### src/rtl/tsel_pkg.sv
// ----------------------------------------------------------------------------
// tsel_pkg
// Shared types, constants and helpers of the tournament selection block.
// ----------------------------------------------------------------------------
package tsel_pkg;

  localparam int unsigned POPULATION_MAX_DEF = 1024;
  localparam int unsigned COST_BITS_DEF      = 32;
  localparam int unsigned TOURNAMENT_MAX_DEF = 16;

  localparam int unsigned IDX_W      = 10;
  localparam int unsigned COST_W     = 32;
  localparam int unsigned TSIZE_W    = 5;
  localparam int unsigned POP_W      = 11;
  localparam int unsigned LFSR_W     = 32;
  localparam int unsigned CFG_IDX_W  = 2;
  localparam int unsigned CFG_DATA_W = 32;

  localparam logic [LFSR_W-1:0] LFSR_TAPS = 32'h8020_0003;

  localparam int unsigned MOD_RADIX_BITS = 4;
  localparam int unsigned MOD_CYCLES     = LFSR_W / MOD_RADIX_BITS;

  typedef enum logic [CFG_IDX_W-1:0] {
    CFG_TOURNAMENT_SIZE = 2'd0,
    CFG_POPULATION_SIZE = 2'd1,
    CFG_RANDOM_SEED     = 2'd2
  } cfg_reg_e;

  typedef enum logic {
    CMD_LOAD   = 1'b0,
    CMD_SELECT = 1'b1
  } cmd_e;

  typedef enum logic [1:0] {
    S_IDLE,
    S_MOD,
    S_CMP
  } sel_state_e;

  typedef struct packed {
    cmd_e              cmd;
    logic [IDX_W-1:0]  entry_index;
    logic [COST_W-1:0] entry_cost;
  } sel_in_t;

  typedef struct packed {
    logic [IDX_W-1:0]  winner_index;
    logic [COST_W-1:0] winner_cost;
  } sel_out_t;

  typedef struct packed {
    logic              start;
    logic [LFSR_W-1:0] dividend;
    logic [POP_W-1:0]  divisor;
  } mod_req_t;

  typedef struct packed {
    logic             done;
    logic [POP_W-1:0] remainder;
  } mod_rsp_t;

  function automatic logic [LFSR_W-1:0] lfsr_next(input logic [LFSR_W-1:0] s);
    logic [LFSR_W-1:0] sh;
    sh = {1'b0, s[LFSR_W-1:1]};
    return s[0] ? (sh ^ LFSR_TAPS) : sh;
  endfunction

endpackage

### src/rtl/tsel_mod.sv
// ----------------------------------------------------------------------------
// tsel_mod
// Iterative remainder unit: radix-2 restoring steps, one nibble a cycle.
// ----------------------------------------------------------------------------
module tsel_mod import tsel_pkg::*; (
  input  logic     clk_i,
  input  logic     rst_ni,
  input  mod_req_t req_i,
  output mod_rsp_t rsp_o
);

  localparam int unsigned CNT_W = (MOD_CYCLES > 1) ? $clog2(MOD_CYCLES) : 1;
  localparam logic [CNT_W-1:0] CNT_LAST = CNT_W'(MOD_CYCLES - 1);

  logic              busy_q;
  logic              done_q;
  logic [CNT_W-1:0]  cnt_q;
  logic [LFSR_W-1:0] shreg_q, shreg_d;
  logic [POP_W-1:0]  rem_q, rem_d;
  logic [POP_W-1:0]  div_q;

  always_comb begin
    logic [POP_W:0]    t;
    logic [POP_W-1:0]  r;
    logic [LFSR_W-1:0] sh;
    r  = rem_q;
    sh = shreg_q;
    for (int i = 0; i < MOD_RADIX_BITS; i++) begin
      t  = {r, sh[LFSR_W-1]};
      sh = {sh[LFSR_W-2:0], 1'b0};
      if (t >= {1'b0, div_q}) begin
        t = t - {1'b0, div_q};
      end
      r = t[POP_W-1:0];
    end
    rem_d   = r;
    shreg_d = sh;
  end

  always_ff @(posedge clk_i or negedge rst_ni) begin
    if (!rst_ni) begin
      busy_q <= 1'b0;
      done_q <= 1'b0;
      cnt_q  <= '0;
    end else begin
      done_q <= 1'b0;
      if (req_i.start) begin
        busy_q <= 1'b1;
        cnt_q  <= '0;
      end else if (busy_q) begin
        cnt_q <= cnt_q + 1'b1;
        if (cnt_q == CNT_LAST) begin
          busy_q <= 1'b0;
          done_q <= 1'b1;
        end
      end
    end
  end

  always_ff @(posedge clk_i) begin
    if (req_i.start) begin
      shreg_q <= req_i.dividend;
      rem_q   <= '0;
      div_q   <= req_i.divisor;
    end else if (busy_q) begin
      shreg_q <= shreg_d;
      rem_q   <= rem_d;
    end
  end

  assign rsp_o.done      = done_q;
  assign rsp_o.remainder = rem_q;

endmodule

### config.mk
export PLATFORM = sky130hd
export DESIGN_NAME = tsel_mod
export DESIGN_NICKNAME = d
export VERILOG_FILES = /design/src/rtl/tsel_pkg.sv /design/src/rtl/tsel_mod.sv
export SDC_FILE = /design/constraint.sdc
export NUM_CORES = 1
export LEC_CHECK = 0
export BUFFER_PORTS_ARGS = -buffer_cell sky130_fd_sc_hd__buf_2
export CAP_MARGIN = 5
export CORE_ASPECT_RATIO = 1.4
export CORE_MARGIN = 2
export CORE_UTILIZATION = 35
export DETAILED_ROUTE_END_ITERATION = 10
export PLACE_DENSITY = 0.56
export SLEW_MARGIN = 20
export SYNTH_ARGS = -nofsm -noshare
export SYNTH_HDL_FRONTEND = slang
export SYNTH_SLANG_ARGS = --single-unit
### constraint.sdc
create_clock -name clk_i -period 9.5 [get_ports clk_i]
set_input_delay 1.9 -clock clk_i [delete_from_list [all_inputs] [get_ports clk_i]]
set_output_delay 1.9 -clock clk_i [all_outputs]
set_load 0.01 [all_outputs]
==> summary by stage <==
Clock tree
The clock root buffer is sky130_fd_sc_hd__clkbuf_16. TritonCTS built the clock tree. The latest clock arrival within the worst-skew pair is between 300 and 400 ps. Counting every sink on the clock net gives 59. The number of buffers created by CTS is 9. The H-tree was split into 3 levels.

The clock-pin slew on the worst setup and hold paths is ~50 ps. In this run the deepest clock path goes through 2 buffers.

Timing
The tightest hold path in the finished design has a slack of 526 ps. At the pin with the least slew margin, the transition time is slightly above 800 ps. The worst relative slew slack is ~44%. The maximum clock frequency is 109 MHz. In the final timing run, aggregate negative setup slack is 0 ps.

The number of endpoints with negative hold slack in the final report is 0. After layout, the worst path uses a little over nine tenths of the clock period. Setup violations remaining at the end of the flow were counted as 0. The shortest period the worst path allows is about 9000 ps. On the final layout, the worst clock skew is between 8 and 9 ps. The count of pins over their slew limit is 0.

Hold path
In this run the worst hold path is classified as register to register.

Die
The starting utilization of the core area is 35.9%. In this run the core area contains 50 standard-cell rows. The overall die width is about 100 µm. The floorplan step defined a die boundary enclosing between 0.01 and 0.015 mm². 58 I/O pins were placed. The die is 143 µm tall. The core region is between 0.01 and 0.015 mm².

Finish
In the layout the commonest cells are sky130_fd_sc_hd__buf_2 (57), sky130_fd_sc_hd__ha_1 (46), sky130_fd_sc_hd__edfxtp_1 (43). The final antenna diode count is 0. At the end of the flow, the number of nets in the layout was about 650.

The fraction of layout cells with a size suffix above 1 is about a quarter. The commonest non-fill, non-tap cell in the layout is sky130_fd_sc_hd__buf_2. Measured on the finished design, the core utilization comes to a little over two fifths.

The area overhead of the layout relative to synthesis is 19.2%.

Synthesis
The netlist area before placement is approximately 0.0048 mm². The distinct cell type count after synthesis is 67. The multiplexer share of the synthesized area is between 10% and 20%. During synthesis, Yosys emitted a total of 0 warnings. The number of nets handed over by synthesis was ~580.

The most used flip-flop cell after synthesis is sky130_fd_sc_hd__edfxtp_1. The post-synthesis compound-gate area fraction is 18.3%. Summing the areas of all xor and xnor instances in the mapped netlist gives roughly 5.5% of the synthesized area. Sequential elements use between 30% and 40% of the synthesized area.

The cell count after synthesis is 483. Of the total synthesized cell area, the portion taken by AND, OR, NAND and NOR gates is between 10% and 20%. After synthesis, the largest family of logic cells by area is compound AO/OA/AOI/OAI gates. Synthesis inferred 59 register bits. After synthesis, the share of flip-flops with an asynchronous set or reset is 8.47%.

Counting flops with a built-in enable in the synthesized netlist gives 43. A synthesized cell averages between 9 and 10 µm². Of the total synthesized cell area, the portion taken by full adders, half adders and majority gates is between 10 and 15%.

Setup path
STA classifies the critical path endpoint as a register. Among the stages of the critical path, the cell type that occurs most often is sky130_fd_sc_hd__ha_1. The combined buffer and inverter count along the critical path is 4. The category of the most critical setup path is register to register. The delay of the slowest cell on the worst path is about 470 ps. The top fanout value on the critical path is 13. STA classifies the critical path startpoint as a register.

Data arrives at the worst endpoint at roughly 9400 ps. The cell family contributing the most delay on the critical path is compound AO/OA/AOI/OAI gates. STA puts the critical path data required time at about 9700 ps.

For this design, the slowest cell found on the critical path is sky130_fd_sc_hd__a311o_1.

Flow run
The number of violations of the max-capacitance limit is 0.

Place
The placed wire-length estimate after detailed placement is approximately 11,000 µm. At the end of routability-driven placement, the weighted congestion stood at between 0.9 and 1. The total of buffers placed on input and output ports is 57.

Global routing
The via count of the first global-routing pass was about 4,200. The number of antenna violations at the first check in global routing came to 0. The first-pass GRT wire length is about 21,000 µm. The pin count of the biggest net entering global routing is 61. The total global routing track utilization is 19.1%. The total global routing overflow is 0.

Drt
The detailed router finished its first iteration with about 180 violations. The detailed router placed 4,078 vias in this run. In the routed design, unresolved DRC markers number 0.

In the final routed layout, each cell accounts on average for around 18 µm. The total iterations of the first detailed-routing run is 4. The detail route stage leaves a number of antenna-violating nets equal to 0. Summed over all layers, the routed wires come to 13,600 µm.

The per-cell via count in the routed design is approximately 5.5.

Outcome
The flow ran to the end, and the final reports show no timing, DRC or antenna violations.
==> per-stage QoR <==
stage / worst slack, ps / instances / cell area (µm²)
after floorplan: 494 / 483 / 4810
after global placement: 109 / 725 / 5380
after detailed placement: -42.4 / 725 / 5380
after CTS: 28.1 / 741 / 5670
after global routing: -29.3 / 743 / 5740
final: 293 / 743 / 5740
==> flip-flops by register name (all words and copies together) (netlist names) <==
register,flops
shreg_q,32
div_q,11
rem_q,11
cnt_q,3
busy_q,1
done_q,1
==> final cells by class <==
class                   instances  area [µm²]
clock buffers                  13         240
clock inverters                 3        41.3
fillers                      1358        7650
inverters                      39         146
multi-input cells             373        3030
flip-flops and latches         59        1640
well taps                     182         228
repair buffers                 74         413
==> layer usage <==
layer,routed length (µm),track usage (%),up-vias
li1,-,-,1951
met1,5270,20.9,1932
met4,947,12.5,0
met2,6680,31.9,140
met3,723,5.04,55
met5,0,0,-
==> cells in the mapped netlist, drive strengths merged (3+ instances only) <==
| master | number | area [µm²] |
|---|---|---|
| mux2 | 39 | 443 |
| fa | 4 | 80.1 |
| and3 | 4 | 25.0 |
| ha | 46 | 576 |
| a31oi | 6 | 37.5 |
| a21o | 11 | 82.6 |
| xor2 | 10 | 87.6 |
| a21oi | 23 | 115 |
| mux2i | 11 | 110 |
| nand3 | 4 | 20.0 |
| and2 | 5 | 31.3 |
| or2 | 3 | 18.8 |
| nor2 | 37 | 139 |
| or3 | 4 | 25.0 |
| nor2b | 7 | 43.8 |
| nand2 | 23 | 88.8 |
| dfrtp | 5 | 125 |
| nor3 | 9 | 45.0 |
| clkbuf | 9 | 33.8 |
| buf | 3 | 22.5 |
| edfxtp | 43 | 1290 |
| nor3b | 7 | 52.6 |
| o21ai | 20 | 100 |
| nand2b | 7 | 43.8 |
| xnor2 | 20 | 175 |
| o31ai | 13 | 111 |
| o21a | 7 | 52.6 |
| a41oi | 5 | 43.8 |
| a21boi | 4 | 30.0 |
| a211oi | 9 | 95.1 |
| inv | 39 | 146 |
| nand4 | 7 | 50.1 |
| dfxtp | 11 | 220 |
==> cell families after synthesis <==
group,after synthesis
compound gates,122
simple gates,121
flops,59
buf+inv,51
mux,50
fa+ha+maj,50
xor+xnor,30
==> path summary, 6_finish.rpt <==
kind	slack (ps)	to	startpoint	depth (start not counted)
min	530	cnt_q[1]	cnt_q[1]	2
max reg2reg	290	rem_q[3]	div_q[0]	36
min in group asynchronous	1380	done_q	rst_ni	1
max	290	rem_q[3]	div_q[0]	36
max in group asynchronous	7990	cnt_q[0]	rst_ni	1
min reg2reg	530	cnt_q[1]	cnt_q[1]	2
==> timing repair <==
action | in CTS | in global routing
setup endpoints to repair | 11 | 11
setup buffers | 0 | 2
pin swaps | 0 | 1
hold buffers | 0 | 0
endpoints found under the hold margin | 0 | 0
gates resized for setup | 2 | 11
==> tightest hold or removal path, stage by stage (launching register included) <==
cell	delay (ps)
sky130_fd_sc_hd__dfrtp_1	340
sky130_fd_sc_hd__mux2i_1	70
sky130_fd_sc_hd__nor2_1	70
Power is not shown: default switching activity piles up to over one toggle a cycle in this logic, so the estimate is an artifact.
